[src/rtl/cmtt_pkg.sv]
// Package for the cut merge truth table block: widths, constants, transaction
// structs, swap and support-test functions. Used by every file but cmtt_if; depends on nothing.
`default_nettype none
package cmtt_pkg;
  localparam int unsigned LeafBitsDef = 12;
  localparam int unsigned MaxLeaves   = 4;
  localparam int unsigned TruthW      = 16;
  localparam int unsigned SigW        = 32;
  localparam int unsigned LeavesW     = MaxLeaves * LeafBitsDef;

  typedef logic [TruthW-1:0] truth_t;

  // Input transaction: two cuts.
  typedef struct packed {
    logic [LeavesW-1:0] a_leaves;
    logic [2:0]         a_count;
    logic [TruthW-1:0]  a_truth;
    logic               a_invert;
    logic [LeavesW-1:0] b_leaves;
    logic [2:0]         b_count;
    logic [TruthW-1:0]  b_truth;
    logic               b_invert;
  } cut_pair_t;

  // Result transaction: merged cut.
  typedef struct packed {
    logic               merge_ok;
    logic [LeavesW-1:0] merged_leaves;
    logic [2:0]         merged_count;
    logic [TruthW-1:0]  merged_truth;
    logic [SigW-1:0]    merged_signature;
  } merged_cut_t;

  // Exchange variables lo and hi of a four-input truth table.
  function automatic truth_t swap_vars(truth_t t, logic [1:0] lo, logic [1:0] hi);
    truth_t r;
    r = t;
    unique case ({lo, hi})
      4'd1:  r = (t & 16'h9999) | ((t & 16'h4444) >> 1) | ((t & 16'h2222) << 1);
      4'd2:  r = (t & 16'hA5A5) | ((t & 16'h5050) >> 3) | ((t & 16'h0A0A) << 3);
      4'd3:  r = (t & 16'hAA55) | ((t & 16'h5500) >> 7) | ((t & 16'h00AA) << 7);
      4'd6:  r = (t & 16'hC3C3) | ((t & 16'h3030) >> 2) | ((t & 16'h0C0C) << 2);
      4'd7:  r = (t & 16'hCC33) | ((t & 16'h3300) >> 6) | ((t & 16'h00CC) << 6);
      4'd11: r = (t & 16'hF00F) | ((t & 16'h0F00) >> 4) | ((t & 16'h00F0) << 4);
      default: r = t;
    endcase
    return r;
  endfunction

  // True when the table does not depend on variable v.
  function automatic logic var_unused(truth_t t, logic [1:0] v);
    truth_t m;
    truth_t sh;
    m = 16'hAAAA;
    sh = 16'h0000;
    unique case (v)
      2'd0: begin m = 16'hAAAA; sh = (t & ~m) << 1; end
      2'd1: begin m = 16'hCCCC; sh = (t & ~m) << 2; end
      2'd2: begin m = 16'hF0F0; sh = (t & ~m) << 4; end
      default: begin m = 16'hFF00; sh = (t & ~m) << 8; end
    endcase
    return (t & m) == sh;
  endfunction
endpackage
`default_nettype wire

[src/rtl/cmtt_if.sv]
// Valid/ready channel interface carrying a payload struct.
// Depends on nothing but the payload type handed in.
`default_nettype none
interface cmtt_if #(parameter type payload_t = logic) (input wire logic clk_i);
  logic     valid;
  logic     ready;
  payload_t data;
  modport source (output valid, output data, input ready);
  modport sink (input valid, input data, output ready);
endinterface
`default_nettype wire

[src/rtl/cmtt_merge.sv]
// Stage 1: sorted leaf merge with position maps. Depends on cmtt_pkg.
`default_nettype none
module cmtt_merge #(
  parameter int unsigned LeafBits = cmtt_pkg::LeafBitsDef
) (
  input  wire logic [4*LeafBits-1:0] a_leaves_i,
  input  wire logic [2:0]            a_count_i,
  input  wire logic [4*LeafBits-1:0] b_leaves_i,
  input  wire logic [2:0]            b_count_i,
  output logic                       ok_o,
  output logic [4*LeafBits-1:0]      leaves_o,
  output logic [2:0]                 count_o,
  output logic [7:0]                 pa_o,
  output logic [7:0]                 pb_o,
  output logic [2:0]                 na_o,
  output logic [2:0]                 nb_o
);
  logic [2:0] na, nb, i, j, n;
  logic [LeafBits-1:0] la, lb;
  // Walk the two lists, four emits at most.
  always_comb begin
    na = (a_count_i > 3'd4) ? 3'd4 : a_count_i;
    nb = (b_count_i > 3'd4) ? 3'd4 : b_count_i;
    i = '0; j = '0; n = '0;
    la = '0; lb = '0;
    leaves_o = '0; pa_o = '0; pb_o = '0;
    for (int s = 0; s < 4; s++) begin
      la = a_leaves_i[i[1:0]*LeafBits +: LeafBits];
      lb = b_leaves_i[j[1:0]*LeafBits +: LeafBits];
      if (i < na || j < nb) begin
        if (i < na && j < nb && la == lb) begin
          leaves_o[s*LeafBits +: LeafBits] = la;
          pa_o[i[1:0]*2 +: 2] = 2'(s); pb_o[j[1:0]*2 +: 2] = 2'(s);
          i = i + 3'd1; j = j + 3'd1;
        end else if (i < na && (j >= nb || la < lb)) begin
          leaves_o[s*LeafBits +: LeafBits] = la;
          pa_o[i[1:0]*2 +: 2] = 2'(s);
          i = i + 3'd1;
        end else begin
          leaves_o[s*LeafBits +: LeafBits] = lb;
          pb_o[j[1:0]*2 +: 2] = 2'(s);
          j = j + 3'd1;
        end
        n = n + 3'd1;
      end
    end
    ok_o = !(i < na || j < nb);
    count_o = n;
    na_o = na;
    nb_o = nb;
  end
endmodule
`default_nettype wire

[src/rtl/cmtt_remap.sv]
// Stage 2: move both tables onto merged positions, invert and AND.
// Depends on cmtt_pkg.
`default_nettype none
module cmtt_remap (
  input  wire logic [15:0] a_truth_i,
  input  wire logic [15:0] b_truth_i,
  input  wire logic        a_invert_i,
  input  wire logic        b_invert_i,
  input  wire logic [7:0]  pa_i,
  input  wire logic [7:0]  pb_i,
  input  wire logic [2:0]  na_i,
  input  wire logic [2:0]  nb_i,
  output logic [15:0]      truth_o
);
  logic [15:0] ta, tb;
  // Swap from the highest cut position down.
  always_comb begin
    ta = a_truth_i;
    tb = b_truth_i;
    for (int k = 3; k >= 0; k--) begin
      if (3'(k) < na_i && pa_i[k*2 +: 2] != 2'(k))
        ta = cmtt_pkg::swap_vars(ta, 2'(k), pa_i[k*2 +: 2]);
      if (3'(k) < nb_i && pb_i[k*2 +: 2] != 2'(k))
        tb = cmtt_pkg::swap_vars(tb, 2'(k), pb_i[k*2 +: 2]);
    end
    if (a_invert_i) ta = ~ta;
    if (b_invert_i) tb = ~tb;
    truth_o = ta & tb;
  end
endmodule
`default_nettype wire

[src/rtl/cmtt_compact.sv]
// Stage 3: drop unused variables, pack leaves, build signature.
// Depends on cmtt_pkg.
`default_nettype none
module cmtt_compact #(
  parameter int unsigned LeafBits = cmtt_pkg::LeafBitsDef
) (
  input  wire logic [4*LeafBits-1:0] leaves_i,
  input  wire logic [2:0]            count_i,
  input  wire logic [15:0]           truth_i,
  output logic [4*LeafBits-1:0]      leaves_o,
  output logic [2:0]                 count_o,
  output logic [15:0]                truth_o,
  output logic [31:0]                sig_o
);
  logic [2:0] s;
  logic [LeafBits-1:0] lf [4];
  // Shift used variables down in order.
  always_comb begin
    truth_o = truth_i;
    s = '0;
    for (int k = 0; k < 4; k++) lf[k] = leaves_i[k*LeafBits +: LeafBits];
    for (int k = 0; k < 4; k++) begin
      if (3'(k) < count_i && !cmtt_pkg::var_unused(truth_o, 2'(k))) begin
        if (3'(k) != s) begin
          lf[s[1:0]] = lf[k];
          truth_o = cmtt_pkg::swap_vars(truth_o, s[1:0], 2'(k));
        end
        s = s + 3'd1;
      end
    end
    leaves_o = '0;
    sig_o = '0;
    for (int k = 0; k < 4; k++) begin
      if (3'(k) < s) begin
        leaves_o[k*LeafBits +: LeafBits] = lf[k];
        sig_o[lf[k][4:0]] = 1'b1;
      end
    end
    count_o = s;
  end
endmodule
`default_nettype wire

[src/rtl/cut_merge_truth_table.sv]
// Cut merge truth table: merges two four-leaf cuts of an AND node's fanins.
// Channels: in_if (sink) carries both cuts; out_if (source) carries the ok flag,
// merged leaves, count, truth table and 32-bit leaf signature.
// Pipeline: three register stages (merge, remap and AND, compaction); one
// transaction enters per cycle unless the receiver stalls. The first stage loads
// at the accepting edge; the result then passes the stage 2 and output registers
// to out_if.valid. Throughput is one item per cycle, set by the stage registers.
// Each stage holds a valid bit; a stage advances when it is empty or the next
// one moves, so a stalled receiver fills the pipe and then drops in_if.ready
// without losing or repeating any transaction.
// Reset clears all valid bits; payload registers are not reset.
// A failed merge returns ok 0 with every other field zero.
// The block has no configuration and no state between transactions.
// Leaf ids are LeafBits wide, four per cut.
`default_nettype none
module cut_merge_truth_table #(
  parameter int unsigned LeafBits = cmtt_pkg::LeafBitsDef
) (
  input wire logic clk_i,
  input wire logic rst_ni,
  cmtt_if.sink     in_if,
  cmtt_if.source   out_if
);
  localparam int unsigned LW = 4 * LeafBits;
  localparam int unsigned LeavesW = cmtt_pkg::LeavesW;

  logic v1_q, v2_q, v3_q;
  logic adv1, adv2, adv3;

  // Stage 1 registers.
  logic          ok1_q;
  logic [LW-1:0] lv1_q;
  logic [2:0]    n1_q, na1_q, nb1_q;
  logic [7:0]    pa1_q, pb1_q;
  logic [15:0]   ta1_q, tb1_q;
  logic          ia1_q, ib1_q;
  // Stage 2 registers.
  logic          ok2_q;
  logic [LW-1:0] lv2_q;
  logic [2:0]    n2_q;
  logic [15:0]   t2_q;

  logic          ok1_d;
  logic [LW-1:0] lv1_d;
  logic [2:0]    n1_d, na1_d, nb1_d;
  logic [7:0]    pa1_d, pb1_d;
  logic [15:0]   t2_d;
  logic [LW-1:0] lv3_d;
  logic [2:0]    n3_d;
  logic [15:0]   t3_d;
  logic [31:0]   sig3_d;

  // Output register.
  logic          ok3_q;
  logic [LW-1:0] lv3_q;
  logic [2:0]    n3_q;
  logic [15:0]   t3_q;
  logic [31:0]   sig3_q;

  cmtt_pkg::merged_cut_t out_d;

  // Advance when the next stage is free or moving.
  assign adv3 = !v3_q || out_if.ready;
  assign adv2 = !v2_q || adv3;
  assign adv1 = !v1_q || adv2;
  assign in_if.ready = adv1;

  cmtt_merge #(.LeafBits(LeafBits)) u_merge (
    .a_leaves_i(in_if.data.a_leaves[LW-1:0]), .a_count_i(in_if.data.a_count),
    .b_leaves_i(in_if.data.b_leaves[LW-1:0]), .b_count_i(in_if.data.b_count),
    .ok_o(ok1_d), .leaves_o(lv1_d), .count_o(n1_d),
    .pa_o(pa1_d), .pb_o(pb1_d), .na_o(na1_d), .nb_o(nb1_d)
  );

  cmtt_remap u_remap (
    .a_truth_i(ta1_q), .b_truth_i(tb1_q), .a_invert_i(ia1_q), .b_invert_i(ib1_q),
    .pa_i(pa1_q), .pb_i(pb1_q), .na_i(na1_q), .nb_i(nb1_q), .truth_o(t2_d)
  );

  cmtt_compact #(.LeafBits(LeafBits)) u_compact (
    .leaves_i(lv2_q), .count_i(n2_q), .truth_i(t2_q),
    .leaves_o(lv3_d), .count_o(n3_d), .truth_o(t3_d), .sig_o(sig3_d)
  );

  // Valid bits.
  always_ff @(posedge clk_i or negedge rst_ni) begin
    if (!rst_ni) begin
      v1_q <= 1'b0; v2_q <= 1'b0; v3_q <= 1'b0;
    end else begin
      if (adv1) v1_q <= in_if.valid;
      if (adv2) v2_q <= v1_q;
      if (adv3) v3_q <= v2_q;
    end
  end

  // Payload registers.
  always_ff @(posedge clk_i) begin
    if (adv1) begin
      ok1_q <= ok1_d; lv1_q <= lv1_d; n1_q <= n1_d;
      na1_q <= na1_d; nb1_q <= nb1_d; pa1_q <= pa1_d; pb1_q <= pb1_d;
      ta1_q <= in_if.data.a_truth; tb1_q <= in_if.data.b_truth;
      ia1_q <= in_if.data.a_invert; ib1_q <= in_if.data.b_invert;
    end
    if (adv2) begin
      ok2_q <= ok1_q; lv2_q <= lv1_q; n2_q <= n1_q; t2_q <= t2_d;
    end
    if (adv3) begin
      ok3_q  <= ok2_q;
      lv3_q  <= ok2_q ? lv3_d : '0;
      n3_q   <= ok2_q ? n3_d : 3'd0;
      t3_q   <= ok2_q ? t3_d : 16'd0;
      sig3_q <= ok2_q ? sig3_d : 32'd0;
    end
  end

  // Pack the output transaction.
  always_comb begin
    out_d.merge_ok = ok3_q;
    out_d.merged_leaves = LeavesW'(lv3_q);
    out_d.merged_count = n3_q;
    out_d.merged_truth = t3_q;
    out_d.merged_signature = sig3_q;
  end

  assign out_if.valid = v3_q;
  assign out_if.data = out_d;
endmodule
`default_nettype wire

[src/flat_wrapper.sv]
// flat-port wrapper written by rule: the top's interface ports become plain ports
module cut_merge_truth_table_flat 
#(
  parameter int unsigned LeafBits = cmtt_pkg::LeafBitsDef
)
  (clk_i, rst_ni, in_if_valid, in_if_data, in_if_ready, out_if_valid, out_if_data, out_if_ready);
  cmtt_if #(.payload_t(cmtt_pkg::cut_pair_t)) in_if_i (.clk_i(clk_i));
  cmtt_if #(.payload_t(cmtt_pkg::merged_cut_t)) out_if_i (.clk_i(clk_i));
  input wire logic clk_i;
  input wire logic rst_ni;
  input wire logic [$bits(in_if_i.valid)-1:0] in_if_valid;
  input wire logic [$bits(in_if_i.data)-1:0] in_if_data;
  output wire logic [$bits(in_if_i.ready)-1:0] in_if_ready;
  output wire logic [$bits(out_if_i.valid)-1:0] out_if_valid;
  output wire logic [$bits(out_if_i.data)-1:0] out_if_data;
  input wire logic [$bits(out_if_i.ready)-1:0] out_if_ready;
  assign in_if_i.valid = in_if_valid;
  assign in_if_i.data = in_if_data;
  assign in_if_ready = in_if_i.ready;
  assign out_if_valid = out_if_i.valid;
  assign out_if_data = out_if_i.data;
  assign out_if_i.ready = out_if_ready;
  cut_merge_truth_table #(.LeafBits(LeafBits)) u_core (.clk_i(clk_i), .rst_ni(rst_ni), .in_if(in_if_i), .out_if(out_if_i));
endmodule
[config.mk]
export PLATFORM = sky130hd
export DESIGN_NAME = cut_merge_truth_table_flat
export DESIGN_NICKNAME = d
export VERILOG_FILES = /design/src/rtl/cmtt_pkg.sv /design/src/rtl/cmtt_if.sv /design/src/rtl/cmtt_merge.sv /design/src/rtl/cmtt_remap.sv /design/src/rtl/cmtt_compact.sv /design/src/rtl/cut_merge_truth_table.sv /design/src/flat_wrapper.sv
export SDC_FILE = /design/constraint.sdc
export NUM_CORES = 1
export LEC_CHECK = 0
export ABC_CLOCK_PERIOD_IN_PS = 8650
export BUFFER_PORTS_ARGS = -buffer_cell sky130_fd_sc_hd__buf_2
export CAP_MARGIN = 10
export CORE_ASPECT_RATIO = 1.5
export CORE_UTILIZATION = 60
export CTS_CLUSTER_DIAMETER = 200
export DETAILED_ROUTE_END_ITERATION = 8
export PLACE_DENSITY = 0.82
export SKIP_CTS_REPAIR_TIMING = 1
export SYNTH_ARGS = -nofsm -noshare
export SYNTH_HDL_FRONTEND = slang
export SYNTH_SLANG_ARGS = --single-unit
export TNS_END_PERCENT = 50
[constraint.sdc]
create_clock -name clk_i -period 8.65 [get_ports clk_i]
set_clock_uncertainty 0.2 [all_clocks]
set_input_delay 2.1625 -clock clk_i [delete_from_list [all_inputs] [get_ports clk_i]]
set_output_delay 2.1625 -clock clk_i [all_outputs]
set_load 0.1 [all_outputs]
# ---- Word level (Yosys, flattened, before mapping)
# Index checks and enable logic that the tools add are counted.
dict set report totals {
  regBits 275
  inputBits 140
  out_inout_bits 102
  elab_cells 368
}
dict set report op_classes {
  addsub 18
  multipliers 6
  magnitude_cmp 48
  eq_ne 30
  shift 18
  n_mux 114
  bitwise_logic 47
  n_reduce_logical 58
}
# op count
set op_table {}
lappend op_table {{48-bit 2-to-1 mux} 6}
lappend op_table {{48-bit by 7-bit variable part select with 12-bit output} 6}
lappend op_table {{16-bit 2-to-1 mux} 17}
lappend op_table {{3-bit negation with 34-bit output} 6}
lappend op_table {{2-bit by 34-bit variable shift with 8-bit output (first input constant)} 6}
lappend op_table {{2-bit by 34-bit variable part select with 8-bit output (first input constant)} 6}
lappend op_table {{48-bit bitwise mux} 3}
lappend op_table {{16-bit by 12-bit bitwise OR with 16-bit output} 9}
lappend op_table {{16-bit by 14-bit bitwise OR with 16-bit output} 9}
lappend op_table {{16-bit by 15-bit bitwise OR with 16-bit output} 9}
lappend op_table {{16-bit by 8-bit bitwise OR with 16-bit output} 9}
lappend op_table {{16-bit case mux with 3 select lines} 3}
lappend op_table {{12-bit 2-to-1 mux} 11}
lappend op_table {{32-bit 2-to-1 mux} 4}
lappend op_table {{8-bit 2-to-1 mux} 12}
lappend op_table {{32-bit bitwise OR} 3}
lappend op_table {{16-bit case mux with 2 select lines} 3}
lappend op_table {{3-bit 2-to-1 mux} 26}
lappend op_table {{12-bit demux with 2-bit select} 3}
lappend op_table {{12-bit equality test} 4}
lappend op_table {{12-bit less-than comparator} 4}
lappend op_table {{6-bit 2-to-1 mux} 6}
lappend op_table {{3-bit by 1-bit adder with 3-bit output (second input constant)} 11}
lappend op_table {{8-bit bitwise mux} 4}
lappend op_table {{other kinds (32)} 159}

# ---- Depth between registers and ports, before layout
# Gate-level depths: netlist of the first run.
dict set report depth {
  ltp_word 35
  depth_mapped 65
  ltp_nobuf 61
}

# ---- Modules after synthesis
# Synthesis of the first run repeated with hierarchy kept, for this count alone.
dict set report unflattened {
  hier_cells 2307
  hier_area_um2 21400.5
}
# module n_inst cells_each area_each_um2 seq_area_each_um2
set modules_own_cells {}
lappend modules_own_cells {cut_merge_truth_table 1 396 9092.5 8363.0}
lappend modules_own_cells {cmtt_merge 1 775 5512.8 0.0}
lappend modules_own_cells {cmtt_compact 1 823 4805.9 0.0}
lappend modules_own_cells {cmtt_remap 1 313 1989.4 0.0}

# ---- Least setup slack after synthesis of the first run
# Ideal clock, no wire load.
dict set report synth_timing {
  path_kind {input to register}
  startpoint {in in_if_data[21]}
  endpoint {reg u_core.ok1_q (data pin)}
  setup_ps 273
  arrival_ps 12629
  t_required_ps 8177
  slack_ps -4452
  cell_stages 60
  path_buffers 6
  cell_sequence {inv_1 ha_1 nor2b_1 o21a_1 o21a_1 o21ai_1 nand3_1 o31ai_4 clkbuf_1 nand2_1 nand2_1 ha_1 nor2b_1 o21a_1 o21a_1 o21a_1 o21a_1 o21a_1 [... 24 more ...] a31oi_1 clkbuf_1 o22ai_1 nor2_1 ha_1 nor2b_1 o21a_1 o21ai_0 nand2b_1 a211oi_1 a21oi_1 a221oi_1 clkbuf_1 nand2_1 xnor2_1 ha_1 a2111oi_0 a211oi_1}
}
dict set report synth_between {
  elab_chain_len 33
  elab_cells_between_ends 81
  classes_between {add/sub (6); mul (6); order compare (15); eq/ne (4); shift (6); mux (24); reduce/logical (20)}
}
# element line
set synth_rtl {}
lappend synth_rtl {{start, declared} flat_wrapper.sv:12} ;# input wire logic [$bits(in_if_i.data)-1:0] in_if_data;
lappend synth_rtl {{12-bit less-than comparator} cmtt_merge.sv:35} ;# end else if (i < na && (j >= nb || la < lb)) begin
lappend synth_rtl {{1-bit logical OR} cmtt_merge.sv:35}
lappend synth_rtl {{1-bit logical AND} cmtt_merge.sv:35}
lappend synth_rtl {{1-bit 2-to-1 mux} cmtt_merge.sv:35}
lappend synth_rtl {{1-bit 2-to-1 mux} cmtt_merge.sv:31} ;# if (i < na && j < nb && la == lb) begin
lappend synth_rtl {{1-bit 2-to-1 mux} cmtt_merge.sv:30} ;# if (i < na || j < nb) begin
lappend synth_rtl {{2-bit by 2-bit multiplier with 4-bit output (on tied branches)} {cmtt_merge.sv:28, cmtt_merge.sv:29}}
lappend synth_rtl {{48-bit by 7-bit variable part select with 12-bit output (on tied branches)} {cmtt_merge.sv:28, cmtt_merge.sv:29}}
lappend synth_rtl {{[... 18 more ...]} n/a}
lappend synth_rtl {{1-bit logical AND} cmtt_merge.sv:35}
lappend synth_rtl {{3-bit 2-to-1 mux} cmtt_merge.sv:35}
lappend synth_rtl {{3-bit 2-to-1 mux} cmtt_merge.sv:31}
lappend synth_rtl {{3-bit 2-to-1 mux} cmtt_merge.sv:30}
lappend synth_rtl {{3-bit less-than comparator} cmtt_merge.sv:47} ;# ok_o = !(i < na || j < nb);
lappend synth_rtl {{1-bit logical OR (*)} cmtt_merge.sv:47}
lappend synth_rtl {{1-bit logical NOT (*)} cmtt_merge.sv:47}
lappend synth_rtl {{named net u_core.ok1_d} cut_merge_truth_table.sv:43} ;# logic ok1_d;
lappend synth_rtl {{end signal, assigned} cut_merge_truth_table.sv:99} ;# ok1_q <= ok1_d; lv1_q <= lv1_d; n1_q <= n1_d;
lappend synth_rtl {{end, declared} cut_merge_truth_table.sv:31} ;# logic ok1_q;
# The timed path passes the listed nets; every way through them passes the cells marked *.
# A chain may end at the register's enable or synchronous reset.

# ---- Final worst setup path of the first run
dict set report layout_timing {
  startpoint {in in_if_data[27]}
  endpoint {reg u_core.ok1_q (data pin)}
}
# Same word-level chain as after synthesis.

==> impl_metrics.json, run 1 <==
{
  "regArea_um2": 8240,
  "synth_area_um2": 19100,
  "yosys_warnings": 0,
  "syn_area_per_cell_um2": 9.90,
  "mostFrequentLayoutCells": "edfxtp_1 (272), buf_4 (267), nand2_1 (244), buf_2 (240), nor2_1 (184)",
  "gr-usage-all-layers": 0.359,
  "whs_endpoint": "u_core.lv2_q[3]",
  "path_buf_inv": 13,
  "vdd.ir_drop.worst_mv": 0.308,
  "synth_edf_count": 272,
  "min_from": "u_core.lv1_q[3]",
  "worstReg2RegEnd": "u_core.sig3_q[31]",
  "wl_um": 61300,
  "drive_gt1_frac": 0.300,
  "num-nets-final": 2602,
  "final_core_util": 0.773,
  "dieArea_um2": 32600,
  "min_period_over_period": 1.37,
  "syn_nets": 2166,
  "ios": 242,
  "clkTransAtPathRegs_ns": 0.07,
  "fin_cells": 2796,
  "yosysTopAreaCell": "edfxtp_1",
  "async_reset_ff_frac": 0.0109,
  "status": "finished, violations left",
  "slew_violations": 0,
  "die_w_um": 148,
  "antenna_found_initial": 0,
  "port_buffers": 241,
  "synthCells": 1935,
  "rsz0062_at_grt": "true",
  "antenna_cells": 0,
  "hold_depth": 0,
  "synth-main-ff-cell": "edfxtp_1",
  "synthTopCellsByArea": "edfxtp_1 (43%), mux2i_1 (9.6%), ha_1 (5.9%), nand2_1 (4.9%), nor2_1 (3.7%)",
  "grt_pass1_wl_um": 92100,
  "num_vias": 17800,
  "final_cell_area_um2": 24100,
  "insertion_delay_ns": 0.54,
  "grt_pass1_vias": 17300,
  "violations": "setup timing",
  "rr_worst_depth": 15,
  "via_per_inst": 6.37,
  "hold_viol": 0,
  "hold_path.class": "flop to flop",
  "core.rowCount": 79,
  "min_period_ns": 11.86,
  "cts-root-buf": "clkbuf_16",
  "ant_nets": 0,
  "power_density_nw_per_um2": 426,
  "cts_num_sinks": 275,
  "die_y_um": 221,
  "crit_path_frequent_cell": "o21a_1",
  "layout_commonest_cell": "edfxtp_1",
  "leakagePower_nw": 10.5,
  "drt_iter0_markers": 1669,
  "synth_cell_types": 80,
  "cp_max_fo": 7,
  "fin_tns_setup_ns": -78.61,
  "area_growth_pct": 26.0,
  "grt_max_degree": 84,
  "cts_tree": "done",
  "rr_startpoint": "u_core.t2_q[14]",
  "worstPathRequired_ns": 8.73,
  "slew_headroom": 0.169,
  "path_delay_family": "compound AO/OA/AOI/OAI gates",
  "netlist.area_leader.share": 0.427,
  "fmax_ghz": 0.0843,
  "hpwl_um": 45600,
  "worstSetupEndpointType": "flop",
  "cp.arrival_ns": 11.93,
  "multiInputGateArea_um2": 10800,
  "cts_buffer_depth": 3,
  "gp_congestion": 1.01,
  "slowest_stage": "or3_4",
  "wl_per_cell_um": 21.9,
  "setup_viol": 40,
  "placed_cell_area_um2": 22500,
  "cts_buffers": 26,
  "r2r_slack_ns": 1.81,
  "fillerInstances": 2107,
  "htreeDepth": 1,
  "synth_seq_area_share": 0.430,
  "core_area_um2": 31200,
  "cap_violations": 0,
  "synth-seq-cells": 275,
  "start_util": 0.613,
  "tightestPinTransition_ns": 1.24,
  "fin_ws_ns": -3.21,
  "worstSetupPathType": "input port to flop",
  "start_kind": "input port",
  "grt-ovfl-total": 0,
  "place_inst": 2713,
  "slowest_delay_ns": 0.39,
  "route.detailed.drc": 0,
  "drt_first_pass_iters": 9
}
[metal layers]
layer	global-route usage	up-vias	wire length, µm
met4	0.188	0	3940
met5	0	-	0
met1	0.413	8337	21800
li1	-	8071	-
met3	0.0319	280	4180
met2	0.654	1134	31300
[Yosys cell counts (all sizes together), types with 15 or more instances]
master and instances:
nor3 31, inv 59, and3 18, nor2 189
buf 43, xnor2 54, o22ai 60, a211oi 21
o21a 19, and2 15, edfxtp 272, nand2 251
clkbuf 76, xor2 18, nand4 25, mux2i 185
ha 91, nor2b 30, nand2b 28, nand3 18
a211o 23, o21ai 87, a21oi 104
[metrics by stage]
| stage | hold WS [ns] | setup slack [ns] | power, mW |
|---|---|---|---|
| CTS | 0.214 | -3.36 | 9.73 |
| floorplan | 0.200 | -3.33 | 6.77 |
| detailed placement | 0.205 | -3.90 | 8.56 |
| global route | 0.219 | -3.71 | 10.8 |
| finish | 0.204 | -3.21 | 10.3 |
| global placement | 0.203 | -3.77 | 8.41 |
[logic make-up (layout without fill, tap and decap cells)]
group	count (synthesis)	in the layout	synth area share
adders and majority gates	91	91	0.0595
and+or+nand+nor	656	657	0.157
AOI/OAI and AO/OA	453	455	0.162
DFF	275	275	0.430
xor gates and xnor gates	72	72	0.0329
buffers and inverters	180	633	0.0400
muxes	208	208	0.118
[worst max path at each step]
stage                        start           end  slack [ns]  cells after the start
global route        in_if_data[21]  u_core.ok1_q       -3.71                     62
floorplan           in_if_data[21]  u_core.ok1_q       -3.33                     57
CTS                 in_if_data[21]  u_core.ok1_q       -3.36                     56
global placement    in_if_data[21]  u_core.ok1_q       -3.77                     53
detailed placement  in_if_data[21]  u_core.ok1_q       -3.90                     59
finish              in_if_data[27]  u_core.ok1_q       -3.21                     63
[sequential cells by signal, summed over array words and instances, names as in the netlist, 3 cells and up]
signal,count
u_core.lv3_q,48
u_core.n1_q,3
u_core.n2_q,3
u_core.t2_q,16
u_core.lv2_q,48
u_core.n3_q,3
u_core.pa1_q,6
u_core.sig3_q,32
u_core.t3_q,16
u_core.nb1_q,3
u_core.pb1_q,6
u_core.tb1_q,16
u_core.lv1_q,48
u_core.na1_q,3
u_core.ta1_q,16
[power breakdown]
part	internal, mW	total (mW)	switching, mW
clock network	0.648	1.15	0.501
registers	2.07	2.47	0.404
logic	2.46	6.65	4.20
total	5.17	10.3	5.10
[layout make-up]
type / instances / share of cell area
well taps: 405 / 0.0210
flip-flops and latches: 275 / 0.342
clock buffers: 35 / 0.0297
repair buffers: 524 / 0.143
clock inverters: 13 / 0.00581
inverters: 61 / 0.0101
multi-input cells: 1483 / 0.448
Power figures use the tool's default switching activity.
==> run 2: changes to the inputs <==
--- a/config.mk
+++ b/config.mk
@@ -13,6 +13,7 @@
 export CTS_CLUSTER_DIAMETER = 200
 export DETAILED_ROUTE_END_ITERATION = 8
 export PLACE_DENSITY = 0.82
+export REMOVE_ABC_BUFFERS = 1
 export SKIP_CTS_REPAIR_TIMING = 1
 export SYNTH_ARGS = -nofsm -noshare
 export SYNTH_HDL_FRONTEND = slang
==> constraint.sdc (replaced) <==
create_clock -name clk_i -period 8.65 [get_ports clk_i]
set_clock_uncertainty 0.2 [all_clocks]
set_input_delay 0.4325 -clock clk_i [delete_from_list [all_inputs] [get_ports clk_i]]
set_output_delay 0.4325 -clock clk_i [all_outputs]
set_load 0.1 [all_outputs]
==> impl_metrics.json, run 2 (same netlist as run 1, synthesis figures left out) <==
{
  "rr_worst_depth": 15,
  "cap_violations": 0,
  "path_delay_family": "compound AO/OA/AOI/OAI gates",
  "dieArea_um2": 32600,
  "mostFrequentLayoutCells": "edfxtp_1 (272), nand2_1 (243), buf_4 (243), buf_2 (239), mux2i_1 (178)",
  "wl_um": 65200,
  "worstSetupEndpointType": "flop",
  "rr_startpoint": "u_core.t2_q[5]",
  "min_period_ns": 10.33,
  "tightestPinTransition_ns": 1.19,
  "grt_pass1_wl_um": 92500,
  "p_switching_mw": 5.22,
  "place_inst": 2693,
  "cts_tree": "done",
  "wl_per_cell_um": 23.3,
  "num-nets-final": 2614,
  "leakagePower_nw": 10.6,
  "placed_cell_area_um2": 22200,
  "htreeDepth": 1,
  "clkTransAtPathRegs_ns": 0.07,
  "start_kind": "input port",
  "power.share.clock": 0.107,
  "route.detailed.drc": 0,
  "gp_congestion": 1.01,
  "cts-root-buf": "clkbuf_16",
  "hold_viol": 0,
  "rsz0062_at_grt": "true",
  "status": "finished, violations left",
  "ios": 242,
  "via_per_inst": 6.52,
  "port_buffers": 241,
  "gr-usage-all-layers": 0.366,
  "final_cell_area_um2": 24300,
  "slew_headroom": 0.203,
  "fin_cells": 2806,
  "hold_path.class": "input port to async pin",
  "path_buf_inv": 7,
  "min_period_over_period": 1.19,
  "violations": "setup timing",
  "die_y_um": 221,
  "area_growth_pct": 26.8,
  "netSwitchingFraction": 0.498,
  "worstSetupPathType": "input port to flop",
  "hpwl_um": 46800,
  "path_depth": 54,
  "internal_power_mw": 5.26,
  "crit_end": "u_core.ok1_q",
  "cts_buffer_depth": 3,
  "r2r_slack_ns": 2.04,
  "ant_nets": 0,
  "setup_viol": 28,
  "worstReg2RegEnd": "u_core.sig3_q[17]",
  "slew_violations": 0,
  "drt_iter0_markers": 1895,
  "crit_path_frequent_cell": "o21a_1",
  "layout_commonest_cell": "edfxtp_1",
  "power_density_nw_per_um2": 431,
  "antenna_found_initial": 2,
  "p_seq_frac": 0.235,
  "slowest_delay_ns": 0.54,
  "fmax_ghz": 0.0968,
  "slowest_stage": "or4_4",
  "core.rowCount": 79,
  "insertion_delay_ns": 0.54,
  "core_area_um2": 31200,
  "grt-ovfl-total": 0,
  "grt_max_degree": 76,
  "pwr-share-comb": 0.658,
  "fin_ws_ns": -1.68,
  "cts_num_sinks": 275,
  "worstPathRequired_ns": 8.73,
  "die_w_um": 148,
  "drt_first_pass_iters": 7,
  "cp-startpoint": "in_if_data[25]",
  "vdd.ir_drop.worst_mv": 0.293,
  "cp.arrival_ns": 10.41,
  "drive_gt1_frac": 0.289,
  "cp_max_fo": 20,
  "holdWs_ns": 0.0195,
  "reg_top3": "u_core.lv1_q x48, u_core.lv2_q x48, u_core.lv3_q x48",
  "grt_pass1_vias": 17200,
  "cts_buffers": 24,
  "start_util": 0.613,
  "num_vias": 18300
}
==> run 2: worst min path at each step <==
stage                                      to    from  depth (start not counted)  slack (ns)
after detailed placement          u_core.v2_q  rst_ni                          1        0.03
after global routing              u_core.v2_q  rst_ni                          2        0.03
after floorplan           u_core.out_if.valid  rst_ni                          0       -0.06
after CTS                         u_core.v2_q  rst_ni                          1       -0.52
final                             u_core.v2_q  rst_ni                          2        0.02
after global placement            u_core.v2_q  rst_ni                          1        0.03
==> run 2: stage by stage <==
step / TNS (ns) / power (mW) / util / setup WS, ns
after CTS: -50.36 / 9.52 / 0.735 / -2.55
after global placement: -56.87 / 8.26 / 0.709 / -2.79
final: -30.82 / 10.5 / 0.778 / -1.68
after floorplan: -158.07 / 6.44 / - / -6.08
after detailed placement: -65.10 / 8.38 / 0.709 / -3.09
after global routing: -39.06 / 10.9 / 0.778 / -2.04
==> run 2: routing by layer <==
metal | wire length (µm) | part of all wire | vias up | track usage
met5 | 0 | 0 | - | 0
met4 | 5120 | 0.078 | 0 | 0.221
met3 | 5140 | 0.079 | 364 | 0.0389
met2 | 33100 | 0.51 | 1297 | 0.659
met1 | 21900 | 0.34 | 8570 | 0.412
li1 | - | - | 8078 | -
==> run 2: cell type report <==
class	count	area [µm²]
Multi-Input combinational cell	1482	10800
Sequential cell	275	8240
Fill cell	2048	6950
Timing Repair Buffer	539	3680
Clock buffer	30	644
Tap cell	405	507
Inverter	61	234
Clock inverter	12	165
Antenna cell	2	5.00
==> run 2: power by group through the flow <==
| stage | clock [mW] | sequential [mW] | combinational [mW] |
|---|---|---|---|
| finish | 1.12 | 2.46 | 6.89 |
| global route | 1.17 | 2.50 | 7.23 |
| CTS | 1.12 | 2.44 | 5.95 |
| detailed placement | 0 | 2.46 | 5.92 |
| global placement | 0 | 2.44 | 5.81 |
| floorplan | 0 | 3.42 | 3.02 |
